### src/rtl/core/segint_pkg.sv
// Shared constants and types for the segment intersection block.
// No dependencies; every other file in rtl/core refers to this package.
`timescale 1ns / 1ps

package segint_pkg;

    localparam int COORD_BITS_DEF = 16;
    localparam int FRAC_BITS_DEF  = 16;
    localparam int QUEUE_DEPTH    = 4;
    localparam int OUT_BITS       = 32;

    // occupancy flags of the queue between front and back
    typedef struct packed {
        logic full;
        logic empty;
    } q_status_t;

endpackage

### src/rtl/core/segint_in_if.sv
// Input channel: one beat carries the two segments' endpoints.
// Widths follow COORD_BITS; defaults from segint_pkg.
`timescale 1ns / 1ps

interface segint_in_if #(
    parameter int COORD_BITS = segint_pkg::COORD_BITS_DEF
);
    logic                         valid;
    logic                         ready;
    logic signed [COORD_BITS-1:0] a_start_x;
    logic signed [COORD_BITS-1:0] a_start_y;
    logic signed [COORD_BITS-1:0] a_end_x;
    logic signed [COORD_BITS-1:0] a_end_y;
    logic signed [COORD_BITS-1:0] b_start_x;
    logic signed [COORD_BITS-1:0] b_start_y;
    logic signed [COORD_BITS-1:0] b_end_x;
    logic signed [COORD_BITS-1:0] b_end_y;

    modport source (
        output valid, a_start_x, a_start_y, a_end_x, a_end_y,
               b_start_x, b_start_y, b_end_x, b_end_y,
        input  ready
    );
    modport sink (
        input  valid, a_start_x, a_start_y, a_end_x, a_end_y,
               b_start_x, b_start_y, b_end_x, b_end_y,
        output ready
    );
endinterface

### src/rtl/core/segint_front.sv
// Front end: accepts a segment pair, forms the cross products, classifies
// the pair and scales t by each direction of B. Uses segint_pkg, segint_in_if.
`timescale 1ns / 1ps

module segint_front #(
    parameter int COORD_BITS = segint_pkg::COORD_BITS_DEF,
    parameter int ENTRY_BITS = 1
) (
    input  logic                  clk,
    input  logic                  rst_n,
    segint_in_if.sink             in_seg,
    input  segint_pkg::q_status_t q_status,
    output logic                  push,
    output logic [ENTRY_BITS-1:0] push_data
);
    localparam int C  = COORD_BITS;
    localparam int PW = 2 * C + 3;   // signed cross product
    localparam int TW = 2 * C + 2;   // magnitude of p and t on a hit
    localparam int MW = TW + C;      // t * |direction|

    logic                   v1_reg, v2_reg, v3_reg;
    logic                   adv;

    // stage 1: differences
    logic signed [C:0]      dax_reg, day_reg, dbx_reg, dby_reg, wx_reg, wy_reg;
    logic signed [C-1:0]    bsx1_reg, bsy1_reg;
    // stage 2: cross products
    logic signed [PW-1:0]   p_reg, t_reg, s_reg;
    logic signed [C:0]      dbx2_reg, dby2_reg;
    logic signed [C-1:0]    bsx2_reg, bsy2_reg;
    // stage 3: classification and products
    logic                   hit_reg, negx_reg, negy_reg;
    logic [TW-1:0]          pa_reg;
    logic [MW-1:0]          magx_reg, magy_reg;
    logic signed [C-1:0]    bsx3_reg, bsy3_reg;

    logic signed [C:0]      dax_next, day_next, dbx_next, dby_next, wx_next, wy_next;
    logic signed [2*C+1:0]  m_pa, m_pb, m_ta, m_tb, m_sa, m_sb;
    logic signed [PW-1:0]   e_pa, e_pb, e_ta, e_tb, e_sa, e_sb;
    logic signed [PW-1:0]   p_next, t_next, s_next;
    logic signed [PW-1:0]   pa_s, ta_s, sa_s;
    logic                   hit_next;
    logic [C-1:0]           absx, absy;
    logic [MW-1:0]          magx_next, magy_next;

    // hold the whole front while its last stage waits on a full queue
    assign adv          = !v3_reg || !q_status.full;
    assign in_seg.ready = adv;
    assign push         = v3_reg && adv;
    assign push_data    = {hit_reg, negx_reg, negy_reg, pa_reg, magx_reg, magy_reg,
                           bsx3_reg, bsy3_reg};

    always_comb
    begin
        dax_next = {in_seg.a_end_x[C-1], in_seg.a_end_x}
                 - {in_seg.a_start_x[C-1], in_seg.a_start_x};
        day_next = {in_seg.a_end_y[C-1], in_seg.a_end_y}
                 - {in_seg.a_start_y[C-1], in_seg.a_start_y};
        dbx_next = {in_seg.b_end_x[C-1], in_seg.b_end_x}
                 - {in_seg.b_start_x[C-1], in_seg.b_start_x};
        dby_next = {in_seg.b_end_y[C-1], in_seg.b_end_y}
                 - {in_seg.b_start_y[C-1], in_seg.b_start_y};
        wx_next  = {in_seg.a_start_x[C-1], in_seg.a_start_x}
                 - {in_seg.b_start_x[C-1], in_seg.b_start_x};
        wy_next  = {in_seg.a_start_y[C-1], in_seg.a_start_y}
                 - {in_seg.b_start_y[C-1], in_seg.b_start_y};
    end

    always_comb
    begin
        m_pa   = dax_reg * dby_reg;
        m_pb   = day_reg * dbx_reg;
        m_ta   = dax_reg * wy_reg;
        m_tb   = day_reg * wx_reg;
        m_sa   = dbx_reg * wy_reg;
        m_sb   = dby_reg * wx_reg;
        e_pa   = PW'(m_pa);
        e_pb   = PW'(m_pb);
        e_ta   = PW'(m_ta);
        e_tb   = PW'(m_tb);
        e_sa   = PW'(m_sa);
        e_sb   = PW'(m_sb);
        p_next = e_pa - e_pb;
        t_next = e_ta - e_tb;
        s_next = e_sa - e_sb;
    end

    always_comb
    begin
        // flip signs so p is never negative
        if (p_reg < 0)
        begin
            pa_s = -p_reg;
            ta_s = -t_reg;
            sa_s = -s_reg;
        end
        else
        begin
            pa_s = p_reg;
            ta_s = t_reg;
            sa_s = s_reg;
        end
        hit_next  = (pa_s != 0) && (ta_s >= 0) && (ta_s <= pa_s)
                 && (sa_s >= 0) && (sa_s <= pa_s);
        absx      = dbx2_reg[C] ? C'(-dbx2_reg) : C'(dbx2_reg);
        absy      = dby2_reg[C] ? C'(-dby2_reg) : C'(dby2_reg);
        magx_next = ta_s[TW-1:0] * absx;
        magy_next = ta_s[TW-1:0] * absy;
    end

    always_ff @(posedge clk or negedge rst_n)
    begin
        if (!rst_n)
        begin
            v1_reg <= 1'b0;
            v2_reg <= 1'b0;
            v3_reg <= 1'b0;
        end
        else if (adv)
        begin
            v1_reg <= in_seg.valid;
            v2_reg <= v1_reg;
            v3_reg <= v2_reg;
        end
    end

    always_ff @(posedge clk)
    begin
        if (adv)
        begin
            dax_reg  <= dax_next;
            day_reg  <= day_next;
            dbx_reg  <= dbx_next;
            dby_reg  <= dby_next;
            wx_reg   <= wx_next;
            wy_reg   <= wy_next;
            bsx1_reg <= in_seg.b_start_x;
            bsy1_reg <= in_seg.b_start_y;

            p_reg    <= p_next;
            t_reg    <= t_next;
            s_reg    <= s_next;
            dbx2_reg <= dbx_reg;
            dby2_reg <= dby_reg;
            bsx2_reg <= bsx1_reg;
            bsy2_reg <= bsy1_reg;

            hit_reg  <= hit_next;
            negx_reg <= dbx2_reg[C];
            negy_reg <= dby2_reg[C];
            pa_reg   <= pa_s[TW-1:0];
            magx_reg <= magx_next;
            magy_reg <= magy_next;
            bsx3_reg <= bsx2_reg;
            bsy3_reg <= bsy2_reg;
        end
    end

endmodule

### src/flat_wrapper.sv
// flat-port wrapper written by rule: the top's interface ports become plain ports
module segint_front_flat 
#(
    parameter int COORD_BITS = segint_pkg::COORD_BITS_DEF,
    parameter int ENTRY_BITS = 1
)
  (clk, rst_n, q_status, push, push_data, in_seg_valid, in_seg_a_start_x, in_seg_a_start_y, in_seg_a_end_x, in_seg_a_end_y, in_seg_b_start_x, in_seg_b_start_y, in_seg_b_end_x, in_seg_b_end_y, in_seg_ready);
  segint_in_if #(.COORD_BITS(COORD_BITS)) in_seg_i ();
  input  logic clk;
  input  logic rst_n;
  input  segint_pkg::q_status_t q_status;
  output logic push;
  output logic [ENTRY_BITS-1:0] push_data;
  input wire logic [$bits(in_seg_i.valid)-1:0] in_seg_valid;
  input wire logic [$bits(in_seg_i.a_start_x)-1:0] in_seg_a_start_x;
  input wire logic [$bits(in_seg_i.a_start_y)-1:0] in_seg_a_start_y;
  input wire logic [$bits(in_seg_i.a_end_x)-1:0] in_seg_a_end_x;
  input wire logic [$bits(in_seg_i.a_end_y)-1:0] in_seg_a_end_y;
  input wire logic [$bits(in_seg_i.b_start_x)-1:0] in_seg_b_start_x;
  input wire logic [$bits(in_seg_i.b_start_y)-1:0] in_seg_b_start_y;
  input wire logic [$bits(in_seg_i.b_end_x)-1:0] in_seg_b_end_x;
  input wire logic [$bits(in_seg_i.b_end_y)-1:0] in_seg_b_end_y;
  output wire logic [$bits(in_seg_i.ready)-1:0] in_seg_ready;
  assign in_seg_i.valid = in_seg_valid;
  assign in_seg_i.a_start_x = in_seg_a_start_x;
  assign in_seg_i.a_start_y = in_seg_a_start_y;
  assign in_seg_i.a_end_x = in_seg_a_end_x;
  assign in_seg_i.a_end_y = in_seg_a_end_y;
  assign in_seg_i.b_start_x = in_seg_b_start_x;
  assign in_seg_i.b_start_y = in_seg_b_start_y;
  assign in_seg_i.b_end_x = in_seg_b_end_x;
  assign in_seg_i.b_end_y = in_seg_b_end_y;
  assign in_seg_ready = in_seg_i.ready;
  segint_front #(.COORD_BITS(COORD_BITS), .ENTRY_BITS(ENTRY_BITS)) u_core (.clk(clk), .rst_n(rst_n), .in_seg(in_seg_i), .q_status(q_status), .push(push), .push_data(push_data));
endmodule
### config.mk
export PLATFORM = sky130hd
export DESIGN_NAME = segint_front_flat
export DESIGN_NICKNAME = d
export VERILOG_FILES = /design/src/rtl/core/segint_pkg.sv /design/src/rtl/core/segint_in_if.sv /design/src/rtl/core/segint_front.sv /design/src/flat_wrapper.sv
export SDC_FILE = /design/constraint.sdc
export NUM_CORES = 1
export LEC_CHECK = 0
export BUFFER_PORTS_ARGS = -buffer_cell sky130_fd_sc_hd__buf_2
export CORE_MARGIN = 4
export CORE_UTILIZATION = 10
export DETAILED_ROUTE_END_ITERATION = 10
export GPL_ROUTABILITY_DRIVEN = 1
export PLACE_DENSITY = 0.86
export RECOVER_POWER = 25
export SYNTH_ARGS = -nofsm -noshare
export SYNTH_HDL_FRONTEND = slang
export SYNTH_SLANG_ARGS = --single-unit
### constraint.sdc
create_clock -name clk -period 1 [get_ports clk]
set_input_delay 0.1 -clock clk [delete_from_list [all_inputs] [get_ports clk]]
set_output_delay 0.1 -clock clk [all_outputs]
set_load 0.01 [all_outputs]
# After elaboration in Yosys (flattened, before gate mapping)
# Index checks and enable logic that the tools add are counted.
dict set report totals {
  register_bits 6
  latchBits 0
  mem_bits_rw 0
  mem_bits_ro 0
  input_bits 133
  wordCells 10
  mem_count 0
}
dict set report classes {
  n_addsub 0
  multipliers 0
  div_mod_pow 0
  order_cmp 0
  eq_ne 0
  n_shift 0
  n_mux 0
  bitwise 0
  reduce_logical 4
}
# operator count
set op_table {}
lappend op_table {{$logic_not 1->1} 2}
lappend op_table {{$logic_and 1x1->1} 1}
lappend op_table {{$logic_or 1x1->1} 1}

# Logic depth before layout (Yosys ltp)
dict set report logic_depth {
  depth_word 3
  ltp_mapped 2
  depth_no_buf 2
}

# Least setup slack after synthesis
# No wires, ideal clock.
dict set report synth_path {
  path_type {reg-to-reg}
  startpoint {reg u_core.v3_reg}
  endpoint {reg u_core.v1_reg}
  setup_ns 0.125
  arrival_ns 0.839
  required_time_ns 0.875
  setup_slack_ns 0.036
  stages_incl_launch_ff 3
  n_path_buf 0
  synth_period_minus_slack_ns 0.964
  cell_sequence {dfrtp_1 > nand2_2 > mux2_2}
}
dict set report synth_via {
  elab_chain_cells 2
}
# item line
set synth_lines {}
lappend synth_lines {{start: declaration} segint_front.sv:21} ;# logic v1_reg, v2_reg, v3_reg;
lappend synth_lines {{start signal: assignment} segint_front.sv:123} ;# v3_reg <= v2_reg;
lappend synth_lines {{$logic_not 1->1} segint_front.sv:47} ;# assign adv = !v3_reg || !q_status.full;
lappend synth_lines {{$logic_or 1x1->1} segint_front.sv:47}
lappend synth_lines {{named net in_seg_ready} flat_wrapper.sv:23} ;# output wire logic [$bits(in_seg_i.ready)-1:0] in_seg_ready;
lappend synth_lines {{end signal: assignment} segint_front.sv:121} ;# v1_reg <= in_seg.valid;
lappend synth_lines {{end: declaration} segint_front.sv:21}
# The timed path passes the listed nets, and every way through them passes these cells.
# A chain may end at the register's enable or synchronous reset.

# Worst setup path after layout
dict set report layout_path {
  startpoint {reg u_core.v3_reg}
  endpoint {out push}
}
dict set report layout_via {
  elab_chain_cells 3
}
# item line
set layout_lines {}
lappend layout_lines {{$logic_not 1->1} segint_front.sv:47}
lappend layout_lines {{$logic_or 1x1->1} segint_front.sv:47}
lappend layout_lines {{$logic_and 1x1->1 *} segint_front.sv:49} ;# assign push = v3_reg && adv;
lappend layout_lines {{end: declaration} flat_wrapper.sv:12} ;# output logic push;
# Every way passes the cells marked *; elsewhere a longest branch is shown, timed or not.

==> flow_metrics.tcl <==
set metrics [dict create \
    io_buffers 7 \
    routed_wl_um 375 \
    final_util 0.176 \
    gp_congestion 0.623 \
    ir_worst_vdd_uv 1080 \
    cp.arrival_ns 0.95 \
    cts-root-buf "clkbuf_4" \
    core-area_um2 1980 \
    period_minus_slack_ns 1.05 \
    htreeDepth 1 \
    viasPerCell 2.83 \
    dr.pass1.iters 2 \
    antenna_found_initial 0 \
    pre_cts_slack_ns 0.0459 \
    row_count 16 \
    synth_top_family_by_area "simple AND/OR/NAND/NOR gates" \
    syn_nets 144 \
    num_io_pins 136 \
    clockPowerShare 0.327 \
    setup_slack_ns -0.0465 \
    path_class "flip-flop to output port" \
    drv_cap 0 \
    setup_viol 4 \
    skew_ns 0.0143 \
    share_comb_of_total_power 0.215 \
    cp_max_fo 2 \
    fill_cells 222 \
    fin_nets 160 \
    worst_setup_path_start_kind "flip-flop" \
    drv_slew 0 \
    required_ns 0.90 \
    status "finished with violations" \
    final_common_cell "buf_2" \
    ys_seq_area_frac 0.786 \
    rsz0062_at_grt "true" \
    grt_max_degree 5 \
    netSwitchingPower_w 0.000174 \
    synth_cell_types 6 \
    finalSetupTns_ns -0.132 \
    die_area_um2 2900 \
    synth_seq_cells 6 \
    p_int_w 0.000576 \
    yosys.area_share.simple 0.107 \
    p_leak_nw 0.146 \
    synthToLayoutAreaGrowth_pct 66.1 \
    clockBufferDepth 2 \
    crit_path_end_kind "output port" \
    cts.sinks 6 \
    cts_buffers 3 \
    synthMuxAreaShare 0.107 \
    wl_per_cell_um 7.08 \
    die_x_um 53.8 \
    p_per_area_nw_per_um2 2150 \
    violations "setup timing" \
    fmax_mhz 956 \
    final_cell_mix "buf_2 (4), clkbuf_4 (3), buf_4 (3), edfxtp_1 (3), dfrtp_1 (3)" \
    grt_pass1_wl_um 614 \
    antenna_cells 0 \
    switching_share 0.231 \
    synth_cells 11 \
    vias 150 \
    min_period_over_period 1.05 \
    initialDrtViolationCount 3 \
    drive_above_1_share 0.615 \
    synthAdderAreaFrac 0 \
    grtUsageTotal 0.0351 \
    initial_core_util 0.106 \
    insertion_delay_ns 0.25 \
    drc 0 \
    total_power_w 0.000750 \
    synthesis.area_um2 210 \
    pwr-share-seq 0.458 \
    grt_pass1_vias 154 \
    hold_path_class "input pin to flip-flop" \
    synth_xor_area_frac 0 \
    clk_pin_slew_worst_paths_ns 0.06 \
    slew_headroom 0.883 \
    synth-compound-area-share 0 \
    die_h_um 53.8 \
    cts_tree "yes" \
    yosysWarnings 0 \
    hold_viol 0 \
    ant_nets 0 \
    hold_ws_ns 0.0423 \
    grt-ovfl-total 0 \
    worst_pin_slew_ns 0.176 \
    syn_avg_cell_area_um2 19.1 \
]
[area by class of cell]
| cell class | count | area, um^2 | share of cell area |
|---|---|---|---|
| multi-input combinational | 5 | 45.0 | 0.129 |
| clock buffer | 4 | 26.3 | 0.0753 |
| sequential | 6 | 165 | 0.473 |
| tap | 27 | 33.8 | 0.0968 |
| timing repair buffer | 11 | 78.8 | 0.226 |
[kinds of logic (layout without fill, tap and decap cells)]
group / Yosys count / after routing
flops: 6 / 6
simple gates: 3 / 3
mux: 2 / 2
buf+inv: 0 / 15
[Yosys cell counts]
cell type | count | area [um^2]
and2b_2 | 1 | 8.76
dfrtp_1 | 3 | 75.1
edfxtp_1 | 3 | 90.1
mux2_2 | 2 | 22.5
nand2_2 | 1 | 6.26
or2b_1 | 1 | 7.51
[power groups by stage]
| stage | Clock (W) | Combinational (W) | Sequential [W] |
|---|---|---|---|
| floorplan | 0 | 0.0000628 | 0.000349 |
| global placement | 0 | 0.000116 | 0.000347 |
| detailed placement | 0 | 0.000118 | 0.000348 |
| CTS | 0.000259 | 0.000166 | 0.000344 |
| global route | 0.000277 | 0.000176 | 0.000350 |
| finish | 0.000245 | 0.000161 | 0.000343 |
[path summary, 6_finish.rpt]
kind,start,slack [ns],depth (start not counted),endpoint
setup / recovery,u_core.v3_reg,-0.05,2,push
hold / removal,in_seg_b_start_y[0],0.04,1,u_core.bsy1_reg[0]
setup reg to reg,u_core.v3_reg,-0.03,3,u_core.v1_reg
hold reg to reg,u_core.bsy1_reg[0],0.41,0,u_core.bsy2_reg[0]
max in group asynchronous,rst_n,0.64,2,u_core.v1_reg
min in group asynchronous,rst_n,0.19,2,u_core.v3_reg
[layer usage]
layer / global-route usage / part of all wire
met1: 0.0235 / 0.34
met2: 0.0504 / 0.55
met3: 0.0443 / 0.11
met4: 0.0255 / 0
met5: 0 / 0
[worst max-delay path, stage by stage (launching register included)]
cell and delay [ns]:
dfrtp_1 0.38, and2b_2 0.20, buf_6 0.11
[timing repair]
| item | 4_1_cts | 5_1_grt |
|---|---|---|
| endpoints found under the setup margin | 2 | 4 |
| hold buffers | 1 | 0 |
| pin swaps | 1 | 1 |
| resized for setup | 2 | 0 |
| hold endpoints to repair | 3 | 0 |
| gates cloned | 0 | 0 |
| buffers inserted | 2 | 0 |
[through the flow]
| stage | std cells | instance area [um^2] |
|---|---|---|
| finish | 53 | 349 |
| global route | 53 | 349 |
| CTS | 53 | 350 |
| detailed placement | 46 | 287 |
| global placement | 46 | 287 |
| floorplan | 11 | 210 |
Note: power is estimated with default switching activity, not from simulation.
