**config.mk**
```make
export PLATFORM = sky130hd
export DESIGN_NAME = segint_queue
export DESIGN_NICKNAME = d
export VERILOG_FILES = /design/src/rtl/core/segint_pkg.sv /design/src/rtl/core/segint_queue.sv
export SDC_FILE = /design/constraint.sdc
export NUM_CORES = 1
export LEC_CHECK = 0
export BUFFER_PORTS_ARGS = -buffer_cell sky130_fd_sc_hd__buf_2
export CORE_AREA = 2 2 39 41
export CTS_BUF_LIST = sky130_fd_sc_hd__clkbuf_8 sky130_fd_sc_hd__clkbuf_16
export CTS_CLUSTER_SIZE = 8
export DETAILED_ROUTE_END_ITERATION = 12
export DIE_AREA = 0 0 41 43
export PLACE_DENSITY = 0.71
export REMOVE_ABC_BUFFERS = 1
export SYNTH_ARGS = -nofsm -noshare
export SYNTH_HDL_FRONTEND = slang
export SYNTH_SLANG_ARGS = --single-unit
```
**constraint.sdc**
```tcl
create_clock -name clk -period 2.05 [get_ports clk]
set_clock_uncertainty 0.2 [all_clocks]
set_input_delay 0.3075 -clock clk [delete_from_list [all_inputs] [get_ports clk]]
set_output_delay 0.3075 -clock clk [all_outputs]
set_load 0.005 [all_outputs]
```
**src/rtl/core/segint_pkg.sv**
```systemverilog
// Shared constants and types for the segment intersection block.
// No dependencies; every other file in rtl/core refers to this package.
`timescale 1ns / 1ps

package segint_pkg;

    localparam int COORD_BITS_DEF = 16;
    localparam int FRAC_BITS_DEF  = 16;
    localparam int QUEUE_DEPTH    = 4;
    localparam int OUT_BITS       = 32;

    // occupancy flags of the queue between front and back
    typedef struct packed {
        logic full;
        logic empty;
    } q_status_t;

endpackage

```
**src/rtl/core/segint_queue.sv**
```systemverilog
// Short queue that decouples the front end from the divider pipeline.
// Uses segint_pkg for depth and status type.
`timescale 1ns / 1ps

module segint_queue #(
    parameter int ENTRY_BITS = 1
) (
    input  logic                  clk,
    input  logic                  rst_n,
    input  logic                  push,
    input  logic [ENTRY_BITS-1:0] push_data,
    input  logic                  pop,
    output logic [ENTRY_BITS-1:0] pop_data,
    output segint_pkg::q_status_t status
);
    localparam int DEPTH = segint_pkg::QUEUE_DEPTH;
    localparam int AW    = $clog2(DEPTH);

    logic [ENTRY_BITS-1:0] mem_reg [DEPTH];
    logic [AW-1:0]         wr_ptr_reg, rd_ptr_reg;
    logic [AW:0]           count_reg;

    assign status.full  = (count_reg == (AW+1)'(DEPTH));
    assign status.empty = (count_reg == '0);
    assign pop_data     = mem_reg[rd_ptr_reg];

    always_ff @(posedge clk)
    begin
        if (push)
        begin
            mem_reg[wr_ptr_reg] <= push_data;
        end
    end

    always_ff @(posedge clk or negedge rst_n)
    begin
        if (!rst_n)
        begin
            wr_ptr_reg <= '0;
            rd_ptr_reg <= '0;
            count_reg  <= '0;
        end
        else
        begin
            if (push)
            begin
                wr_ptr_reg <= (wr_ptr_reg == AW'(DEPTH - 1)) ? '0 : wr_ptr_reg + 1'b1;
            end
            if (pop)
            begin
                rd_ptr_reg <= (rd_ptr_reg == AW'(DEPTH - 1)) ? '0 : rd_ptr_reg + 1'b1;
            end
            if (push && !pop)
            begin
                count_reg <= count_reg + 1'b1;
            end
            else if (pop && !push)
            begin
                count_reg <= count_reg - 1'b1;
            end
        end
    end

endmodule

```
======== Word-level counts from Yosys, hierarchy flattened ========
Memory sizes are Yosys's and may differ from the RTL's.
Index checks and enable logic that the tools add are counted.
storage, ports and cells
  memories ................................ 1
  word-level logic and storage cells ...... 23
  latch bits .............................. 0
  output and inout port bits .............. 3
  bits in writable memories ............... 4
  input port bits ......................... 5
  bits in registers ....................... 7
  ROM bits ................................ 0
operators by class
  shifts and indexed selects .............. 0
  $add $sub $neg .......................... 4
  reductions and logical operators ........ 6
  div/mod/pow operators ................... 0
  magnitude comparators ................... 0
  multiply operators ...................... 0
  eq/ne operators ......................... 3
  multiplexer cells ....................... 6
  bitwise logic cells ..................... 0
memory list
  name     depth  width  read ports  clocked after memory_dff  write ports  line                RTL
  mem_reg  4      1      1           0                         1            segint_queue.sv:19  logic [ENTRY_BITS-1:0] mem_reg [DEPTH];
operator list
  cell                                                                 count
  3-bit 2-to-1 mux                                                     2
  2-bit by 1-bit adder with 2-bit output (second input constant)       2
  2-bit equality test (second input constant)                          2
  2-bit 2-to-1 mux                                                     2
  3-bit by 1-bit adder with 3-bit output (second input constant)       1
  3-bit equality test (second input constant)                          1
  3-bit zero test                                                      1
  3-bit by 1-bit subtractor with 3-bit output (second input constant)  1
  1-bit logical AND                                                    2
  1-bit zero test                                                      2
  1-bit 2-to-1 mux                                                     2
  2-bit nonzero test                                                   1

======== Depth between registers and ports, before layout ========
Gate-level depths: netlist of run 1.
  depth in word-level cells ............... 4
  gate-level depth with buffers ........... 7
  gate-level depth less buffers ........... 7

======== Least setup slack after synthesis of run 1 ========
OpenSTA, ideal clock, no wires.
  path kind ............................... input port to flip-flop
  start ................................... input pop
  end ..................................... register count_reg[2]
  library setup time ...................... 79 ps
  data required time ...................... 1,771 ps
  buffers on the path ..................... 0
  path slack .............................. 458 ps
  arrival time ............................ 1,313 ps
  stages .................................. 7
  path through ............................ inv_1 -> ha_1 -> inv_1 -> fa_1 -> xor2_1 -> nor2_1 -> xor2_1
between the ends
  cells in the longest elaborated chain, start to end .. 3
  elaborated cells between the ends (all ways) .. 5
  classes of those cells .................. 1 x mux; 4 x reduce/logical
ends and longest elaborated chain
  what                                                    line                RTL
  start, declared                                         segint_queue.sv:12  input logic pop,
  1-bit zero test                                         segint_queue.sv:53  if (push && !pop)
  1-bit logical AND                                       segint_queue.sv:53
  3-bit 2-to-1 mux or 2-bit nonzero test (tied branches)  n/a
  end signal, assigned                                    segint_queue.sv:55  count_reg <= count_reg + 1'b1;
  end signal, assigned                                    segint_queue.sv:59  count_reg <= count_reg - 1'b1;
  end, declared                                           segint_queue.sv:21  logic [AW:0] count_reg;
Parallel ways exist; a longest one is shown, timed or not.
A chain may end at the register's enable or synchronous reset.

======== Worst setup path after layout of run 1 ========
  start ................................... register rd_ptr_reg[0]
  end ..................................... output pop_data
between the ends
  cells in the longest elaborated chain, start to end .. 1
ends and longest elaborated chain
  what                    line                RTL
  start, declared         segint_queue.sv:20  logic [AW-1:0] wr_ptr_reg, rd_ptr_reg;
  start signal, assigned  segint_queue.sv:51  rd_ptr_reg <= (rd_ptr_reg == AW'(DEPTH - 1)) ? '0 : rd_ptr_reg + 1'b1;
  memory read 4 x 1 bit   n/a
  end, declared           segint_queue.sv:13  output logic [ENTRY_BITS-1:0] pop_data,
Every way passes these cells.

==> results.toml, run 1 <==
[status]
status = "finished, final reports clean"

[detailed_routing]
drt_pre_antenna_iters = 4
detail_route.wl_per_cell_um = 11.6
drtAntennaViolNets = 0
routed_via_density = 4.57
number_of_drc_markers_after_the_initial_detailed_route_iteration = 7
route.vias.total = 320
wl_um = 811
drt_drc_violations_left = 0

[placed_design]
dpl.hpwl_um = 596
place.gp.congestion = 0.702
detailed_place.area_um2 = 611
io_buffers = 7

[cts]
clk_transition_reported_paths_ns = 0.05
total_clock_buffers_created_by_cts = 3
cts_setup_buffers = 0
worstSkewPairLatency_ns = 0.23
clock_sink_count = 11
clk_root_buffer_cell = "sky130_fd_sc_hd__clkbuf_8"
cts-htree-levels = 1
clock_tree_from_tritoncts = "yes"
clockBufferDepth = 2

[layout]
fill_cells = 134
fin_nets = 67
post-route-cell-area_um2 = 666
register_area_um2 = 295
diodes = 0
layout-drive-gt1-share_pct = 25.9
largest_reg_flops = 4
area_delta_synth_final_pct = 19.8
area_used_by_multi_input_combinational_logic_um2 = 241
mostFrequentLayoutCells = "sky130_fd_sc_hd__dfrtp_1, sky130_fd_sc_hd__buf_2, sky130_fd_sc_hd__inv_1, sky130_fd_sc_hd__ha_1"

[die]
chipWidth_um = 41
rows = 14
fp.dieArea_um2 = 1760
total_core_area_um2 = 1380
initial_utilization_pct = 40.1
floorplan.die.height_um = 43
boundaryPins = 8

[timing]
final_min_period_over_clock_period_pct = 87.1
fin_setup_tns_ns = 0
slew_violations = 0
setup_violations = 0
unrepaired_setup_endpoints_after_global_routing = "no"
hold_viol = 0
timing.final.crit_period_ns = 1.78
timing_worst_slew_pin_value_ns = 0.184
timing.max_slew.rel_slack_pct = 87.7
maxClockFrequency_ghz = 0.560

[synthesis]
synthesis.area_per_instance_um2 = 13.2
post_synth_instance_area_um2 = 556
netlist-cell-type-count = 16
yosysWarningCount = 0
yosysSeqAreaShare_pct = 53.2
postSynthRegisterBits = 11
netlist_instances = 42

[critical_path]
critical_path.max_fanout = 4
max_stage_delay_ns = 0.50
kind_of_start_point_of_the_critical_path = "flop"
cp.arrival_ns = 1.28
path_cells = "mux4_2 > buf_2"
cp.required_ns = 1.54
crit_type = "reg -> out"
timing.critical_path.slowest_stage_cell = "sky130_fd_sc_hd__mux4_2"
timing.critical_path.to_type = "output pin"

[global_routing]
first_global_vias = 345
global_route.overflow_total = 0
initial_antenna_violation_count = 0
grt_pass1_wl_um = 1410
globalRouteTotalUtil_pct = 12.7
grt_max_degree = 10

[run]
max_cap_viol_count = 0

[power]
power-per-cell-area_nw_per_um2 = 1310
leakagePower_nw = 0.307
vdd.ir_drop.worst_uv = 585

[hold_path]
hold_class = "in -> reg"
-- kinds of logic after synthesis --
| logic type | synth area share [%] |
|---|---|
| mux | 10.1 |
| fa+ha+maj | 17.1 |
| flops | 53.2 |
| simple gates | 9.68 |
| buf+inv | 3.38 |
| xor+xnor | 4.73 |
| compound gates | 1.80 |
-- power by group --
| part | internal, W | switching (W) |
|---|---|---|
| registers | 0.000314 | 0.0000772 |
| logic | 0.000156 | 0.000116 |
| clock network | 0.000131 | 0.0000760 |
| total | 0.000602 | 0.000269 |
-- cell usage after synthesis, drive strengths merged --
cell type	n	area share [%]
nor2	2	1.4
fa	1	3.6
nor3b	1	1.4
edfxtp	4	22
nand3	1	0.90
mux2	3	6.1
nor3	1	0.90
ha	6	14
inv	5	3.4
o21ai	2	1.8
dfrtp	7	32
xor2	2	3.2
xnor2	1	1.6
mux4	1	4.1
nand2	1	0.68
and2	4	4.5
-- worst paths after layout --
path | from | to | slack (ns) | cells past startpoint
max reg2reg | count_reg[0] | count_reg[2] | 0.44 | 4
max in group asynchronous | rst_n | wr_ptr_reg[1] | 1.26 | 2
min | push_data | mem_reg[3] | 0.09 | 1
min in group asynchronous | rst_n | rd_ptr_reg[1] | 0.24 | 2
max | rd_ptr_reg[0] | pop_data | 0.27 | 2
min reg2reg | count_reg[2] | count_reg[2] | 0.31 | 1
-- final cells by class --
cell class | count | share of cell area, %
inverters | 5 | 2.82
clock buffers | 3 | 6.20
multi-input cells | 26 | 36.3
flip-flops and latches | 11 | 44.4
clock inverters | 1 | 0.564
repair buffers | 8 | 6.77
well taps | 16 | 3.01
-- layer usage --
metal	vias to the layer above	GRT usage [%]	wire, µm
li1	163	-	-
met1	149	13.0	335
met2	6	20.3	438
met3	2	4.71	20
met4	0	8.00	17
met5	-	0	0
-- what timing repair did --
item	in CTS	in global routing
resized for setup	0	0
endpoints found under the hold margin	7	0
endpoints found under the setup margin	0	0
hold buffers	1	0
-- metrics by stage --
stage          power (W)  worst slack [ns]  hold slack, ns  std cells  utilization, %
2_1_floorplan   0.000580             0.458          -0.188         42               -
3_3_place_gp    0.000650             0.245         -0.0525         65            44.1
3_5_place_dp    0.000668             0.209         -0.0514         65            44.1
4_1_cts         0.000893             0.246          0.0866         70            48.1
5_1_grt         0.000959             0.173          0.0943         70            48.1
6_report        0.000871             0.265          0.0892         70            48.1
-- worst max-delay path: cells and delay by family, from the launching register on --
family	cells	cell delay, ns
flops	1	0.41
mux	1	0.50
buf+inv	1	0.14
No activity file was read; power rests on OpenSTA's default activity.
==> run 2: changes to the inputs <==
--- a/config.mk
+++ b/config.mk
@@ -11,7 +11,7 @@
 export CTS_CLUSTER_SIZE = 8
 export DETAILED_ROUTE_END_ITERATION = 12
 export DIE_AREA = 0 0 41 43
-export PLACE_DENSITY = 0.71
+export PLACE_DENSITY_LB_ADDON = 0.05
 export REMOVE_ABC_BUFFERS = 1
 export SYNTH_ARGS = -nofsm -noshare
 export SYNTH_HDL_FRONTEND = slang
==> results.toml, run 2 (synthesized netlist as in run 1, its figures left out) <==
[detailed_routing]
detail_route.wl_per_cell_um = 11.5
drtAntennaViolNets = 0
route.vias.total = 338
number_of_drc_markers_after_the_initial_detailed_route_iteration = 2
drt_pre_antenna_iters = 4
wl_um = 802
drt_drc_violations_left = 0
routed_via_density = 4.83

[critical_path]
r2r_cells = 4
timing.critical_path.to_type = "output pin"
critical_path.max_fanout = 4
crit_type = "reg -> out"
cp.arrival_ns = 1.27
startpoint = "rd_ptr_reg[0]"
worstSetupEndpoint = "pop_data"
setup.reg_to_reg.worst_slack_ns = 0.45
kind_of_start_point_of_the_critical_path = "flop"
r2r_end = "count_reg[2]"
cp.required_ns = 1.54
launching_point_of_the_worst_reg2reg_path = "count_reg[0]"

[timing]
slew_violations = 0
unrepaired_setup_endpoints_after_global_routing = "no"
timing.final.crit_period_ns = 1.78
fin_setup_tns_ns = 0
maxClockFrequency_ghz = 0.563
timing_worst_slew_pin_value_ns = 0.189
timing.max_slew.rel_slack_pct = 87.4
final_min_period_over_clock_period_pct = 86.6
setup_violations = 0
hold_viol = 0

[die]
rows = 14
boundaryPins = 8
total_core_area_um2 = 1380
initial_utilization_pct = 40.1
fp.dieArea_um2 = 1760
floorplan.die.height_um = 43
chipWidth_um = 41

[cts]
total_clock_buffers_created_by_cts = 3
clockBufferDepth = 2
cts-htree-levels = 1
clock_sink_count = 11
clock_tree_from_tritoncts = "yes"
post_cts_hold_buffers = 1
clk_transition_reported_paths_ns = 0.05
clk_root_buffer_cell = "sky130_fd_sc_hd__clkbuf_8"
worstSkewPairLatency_ns = 0.23
cts_setup_buffers = 0
cts.repair.resized = 0

[global_routing]
global_route.overflow_total = 0
first_global_vias = 364
grt_pass1_wl_um = 1430
grt_max_degree = 10
globalRouteTotalUtil_pct = 12.5
initial_antenna_violation_count = 0

[layout]
fin_nets = 67
layout.core_utilization_pct = 48.1
post-route-cell-area_um2 = 666
fill_cells = 126
largest_reg_flops = 4
area_delta_synth_final_pct = 19.8
mostFrequentLayoutCells = "sky130_fd_sc_hd__dfrtp_1, sky130_fd_sc_hd__buf_2, sky130_fd_sc_hd__inv_1, sky130_fd_sc_hd__ha_1"
layout-drive-gt1-share_pct = 25.9
diodes = 0
register_area_um2 = 295
area_used_by_multi_input_combinational_logic_um2 = 241

[status]
status = "finished, final reports clean"

[power]
leakagePower_nw = 0.307
vdd.ir_drop.worst_uv = 550
post-layout-total-power_w = 0.000868
power-per-cell-area_nw_per_um2 = 1300

[placed_design]
place.gp.congestion = 0.687
dpl.hpwl_um = 643
io_buffers = 7
detailed_place.area_um2 = 611

[run]
max_cap_viol_count = 0

[hold_path]
hold_class = "in -> reg"
==> run 2: through the flow <==
step / worst slack, ns / hold WS [ns] / cells
2_1_floorplan: 0.458 / -0.188 / 42
3_5_place_dp: 0.181 / -0.0477 / 65
5_1_grt: 0.192 / 0.0961 / 70
4_1_cts: 0.253 / 0.102 / 70
6_report: 0.274 / 0.103 / 70
3_3_place_gp: 0.280 / -0.0500 / 65
==> run 2: where the power goes <==
| group | total (W) | leakage, nW | switching, W | internal, W |
|---|---|---|---|---|
| Combinational | 0.000276 | 0.160 | 0.000118 | 0.000158 |
| Sequential | 0.000389 | 0.120 | 0.0000749 | 0.000314 |
| Clock | 0.000203 | 0.0269 | 0.0000722 | 0.000131 |
==> run 2: worst max-delay path: stages (launching register included) <==
cell and delay [ns]:
sky130_fd_sc_hd__dfrtp_1 0.40, sky130_fd_sc_hd__mux4_2 0.50, sky130_fd_sc_hd__buf_2 0.14
==> run 2: worst min path at each step <==
stage | from | to | slack, ns | cells past startpoint
2_1_floorplan | rst_n | count_reg[0] | -0.19 | 0
3_3_place_gp | rst_n | wr_ptr_reg[0] | -0.05 | 1
3_5_place_dp | rst_n | rd_ptr_reg[1] | -0.05 | 1
4_1_cts | push_data | mem_reg[0] | 0.10 | 1
5_1_grt | push_data | mem_reg[0] | 0.1 | 1
6_report | push_data | mem_reg[2] | 0.10 | 1
==> run 2: metal layers <==
metal | GRT usage (%) | part of all wire [%] | vias to the layer above
met5 | 0 | 0 | -
met4 | 6.00 | 0.75 | 0
met2 | 19.1 | 54 | 8
li1 | - | - | 163
met3 | 4.71 | 3.6 | 2
met1 | 14.9 | 42 | 165
==> run 2: layout make-up <==
cell class                 count  area share [%]
multi-input combinational     26            36.3
clock buffer                   3            6.20
timing repair buffer           8            6.77
sequential                    11            44.4
tap                           16            3.01
inverter                       5            2.82
clock inverter                 1           0.564
==> run 3: changes to the inputs <==
--- a/config.mk
+++ b/config.mk
@@ -5,6 +5,7 @@
 export SDC_FILE = /design/constraint.sdc
 export NUM_CORES = 1
 export LEC_CHECK = 0
+export ABC_AREA = 1
 export BUFFER_PORTS_ARGS = -buffer_cell sky130_fd_sc_hd__buf_2
 export CORE_AREA = 2 2 39 41
 export CTS_BUF_LIST = sky130_fd_sc_hd__clkbuf_8 sky130_fd_sc_hd__clkbuf_16
==> results.toml, run 3 <==
[status]
status = "finished, final reports clean"

[timing]
timing.final.crit_period_ns = 1.58
final_min_period_over_clock_period_pct = 77.2
timing.max_slew.rel_slack_pct = 86.5
unrepaired_setup_endpoints_after_global_routing = "no"
setup_violations = 0
hold_viol = 0
fin_setup_tns_ns = 0
slew_violations = 0
timing_worst_slew_pin_value_ns = 0.203
maxClockFrequency_ghz = 0.632

[critical_path]
timing.critical_path.to_type = "output pin"
critical_path.max_fanout = 5
launching_point_of_the_worst_reg2reg_path = "count_reg[0]"
cp.required_ns = 1.54
crit_type = "reg -> out"
startpoint = "rd_ptr_reg[0]"
kind_of_start_point_of_the_critical_path = "flop"
cp.arrival_ns = 1.07

[power]
power-per-cell-area_nw_per_um2 = 1270
post-layout-total-power_w = 0.000880
vdd.ir_drop.worst_uv = 527
leakagePower_nw = 0.385

[die]
floorplan.die.height_um = 43
boundaryPins = 8
fp.dieArea_um2 = 1760
total_core_area_um2 = 1380
initial_utilization_pct = 42.2
rows = 14
chipWidth_um = 41

[synthesis]
postSynth.topFlopCell = "sky130_fd_sc_hd__dfrtp_1"
yosysSeqAreaShare_pct = 50.5
netlist-cell-type-count = 15
post-synth-top-area-cell = "sky130_fd_sc_hd__dfrtp_1"
postSynthRegisterBits = 11
yosysWarningCount = 0
postSynth.asyncResetShare_pct = 63.6
yosysTopAreaCellShare_pct = 30.0
yosys-top-cells-count = "sky130_fd_sc_hd__nand2_1, sky130_fd_sc_hd__inv_1, sky130_fd_sc_hd__dfrtp_1"
post_synth_instance_area_um2 = 584
synth-edff-count = 4
synthesis.area_per_instance_um2 = 9.27
synth_area_leaders = "sky130_fd_sc_hd__dfrtp_1, sky130_fd_sc_hd__edfxtp_1, sky130_fd_sc_hd__ha_1"
netlist_instances = 63
most_instantiated_library_cell_after_synthesis = "sky130_fd_sc_hd__nand2_1"

[detailed_routing]
detail_route.wl_per_cell_um = 8.98
drt_pre_antenna_iters = 2
drtAntennaViolNets = 0
drt_drc_violations_left = 0
wl_um = 817
number_of_drc_markers_after_the_initial_detailed_route_iteration = 7
routed_via_density = 4.56
route.vias.total = 415

[cts]
worstSkewPairLatency_ns = 0.23
clk_transition_reported_paths_ns = 0.05
clk_root_buffer_cell = "sky130_fd_sc_hd__clkbuf_8"
clock_tree_from_tritoncts = "yes"
cts_setup_buffers = 0
total_clock_buffers_created_by_cts = 3
cts-htree-levels = 1
clockBufferDepth = 2
cts.repair.resized = 0
clock_sink_count = 11

[placed_design]
io_buffers = 7
place.gp.congestion = 0.710
dpl.hpwl_um = 631
detailed_place.area_um2 = 639

[layout]
area_delta_synth_final_pct = 18.8
largest_reg_flops = 4
mostFrequentLayoutCells = "sky130_fd_sc_hd__nand2_1, sky130_fd_sc_hd__inv_1, sky130_fd_sc_hd__dfrtp_1, sky130_fd_sc_hd__buf_2, sky130_fd_sc_hd__ha_1"
post-route-cell-area_um2 = 694
mostFrequentLayoutCell = "sky130_fd_sc_hd__nand2_1"
fin_nets = 88
layout-drive-gt1-share_pct = 13.3
diodes = 0

[global_routing]
initial_antenna_violation_count = 0
global_route.overflow_total = 0
grt_max_degree = 10
first_global_vias = 368
globalRouteTotalUtil_pct = 13.7
grt_pass1_wl_um = 1500

[hold_path]
hold_class = "in -> reg"
min_from = "push_data"

[run]
max_cap_viol_count = 0
## run 3: cell count changes in the layout (fill, tap and decap cells not counted), sizes merged
cell / delta
mux4: -1
nor2: -1
mux2: -3
and2: -4
nand2: +16
nand4: +1
o211ai: +2
inv: +10
nor3b: -1
xor2: -2
o21ai: +2
a21oi: +1
nor3: +1
## run 3: cells by family after synthesis
| group | synth area share [%] |
|---|---|
| AO/OA/AOI/OAI | 6.85 |
| XOR/XNOR | 1.50 |
| adder cells (fa/ha/maj) | 16.3 |
| buffers and inverters | 9.64 |
| flip-flops | 50.5 |
| AND/OR/NAND/NOR | 15.2 |
## run 3: worst max-delay path: stages, from the launching register on
cell and delay [ns]:
sky130_fd_sc_hd__dfrtp_1 0.39, sky130_fd_sc_hd__inv_1 0.13, sky130_fd_sc_hd__nand2_1 0.07, sky130_fd_sc_hd__o211ai_1 0.07, sky130_fd_sc_hd__nand2_1 0.06, sky130_fd_sc_hd__buf_2 0.12
## run 3: worst paths after layout
path                       slack, ns       endpoint  depth (start not counted)
min in group asynchronous       0.24  wr_ptr_reg[0]                          2
max                             0.47       pop_data                          5
min                             0.09     mem_reg[2]                          1
max in group asynchronous       1.26   count_reg[2]                          2
max reg2reg                     0.59   count_reg[2]                          5
min reg2reg                     0.30   count_reg[2]                          2
## run 3: metal layers
metal	GRT usage [%]	part of all wire [%]
met1	19.2	46
met2	15.9	46
met3	3.14	2.3
met4	14.0	5.4
met5	0	0
## run 3: power breakdown
group          switching, W  internal, W
logic              0.000154     0.000132
registers         0.0000749     0.000313
clock network     0.0000756     0.000131
total              0.000304     0.000576
## run 3: what timing repair did
| action | 4_1_cts | 5_1_grt |
|---|---|---|
| endpoints found under the hold margin | 7 | 0 |
| hold buffers | 1 | 0 |
| setup endpoints to repair | 0 | 0 |
## run 3: cell type report
type | count | area, µm²
clock buffer | 3 | 41.3
clock inverter | 1 | 3.75
fill | 134 | 689
inverter | 15 | 56.3
multi-input combinational | 37 | 233
sequential | 11 | 295
tap | 16 | 20.0
timing repair buffer | 8 | 45.0
## run 3: per-stage QoR
stage / hold WS, ns / std cells / worst slack, ns / utilization (%)
after floorplan: -0.188 / 63 / 0.593 / -
after global placement: -0.0491 / 86 / 0.361 / 46.2
after detailed placement: -0.0490 / 86 / 0.360 / 46.2
after CTS: 0.0772 / 91 / 0.448 / 50.2
after global routing: 0.0834 / 91 / 0.358 / 50.2
final: 0.0874 / 91 / 0.468 / 50.2
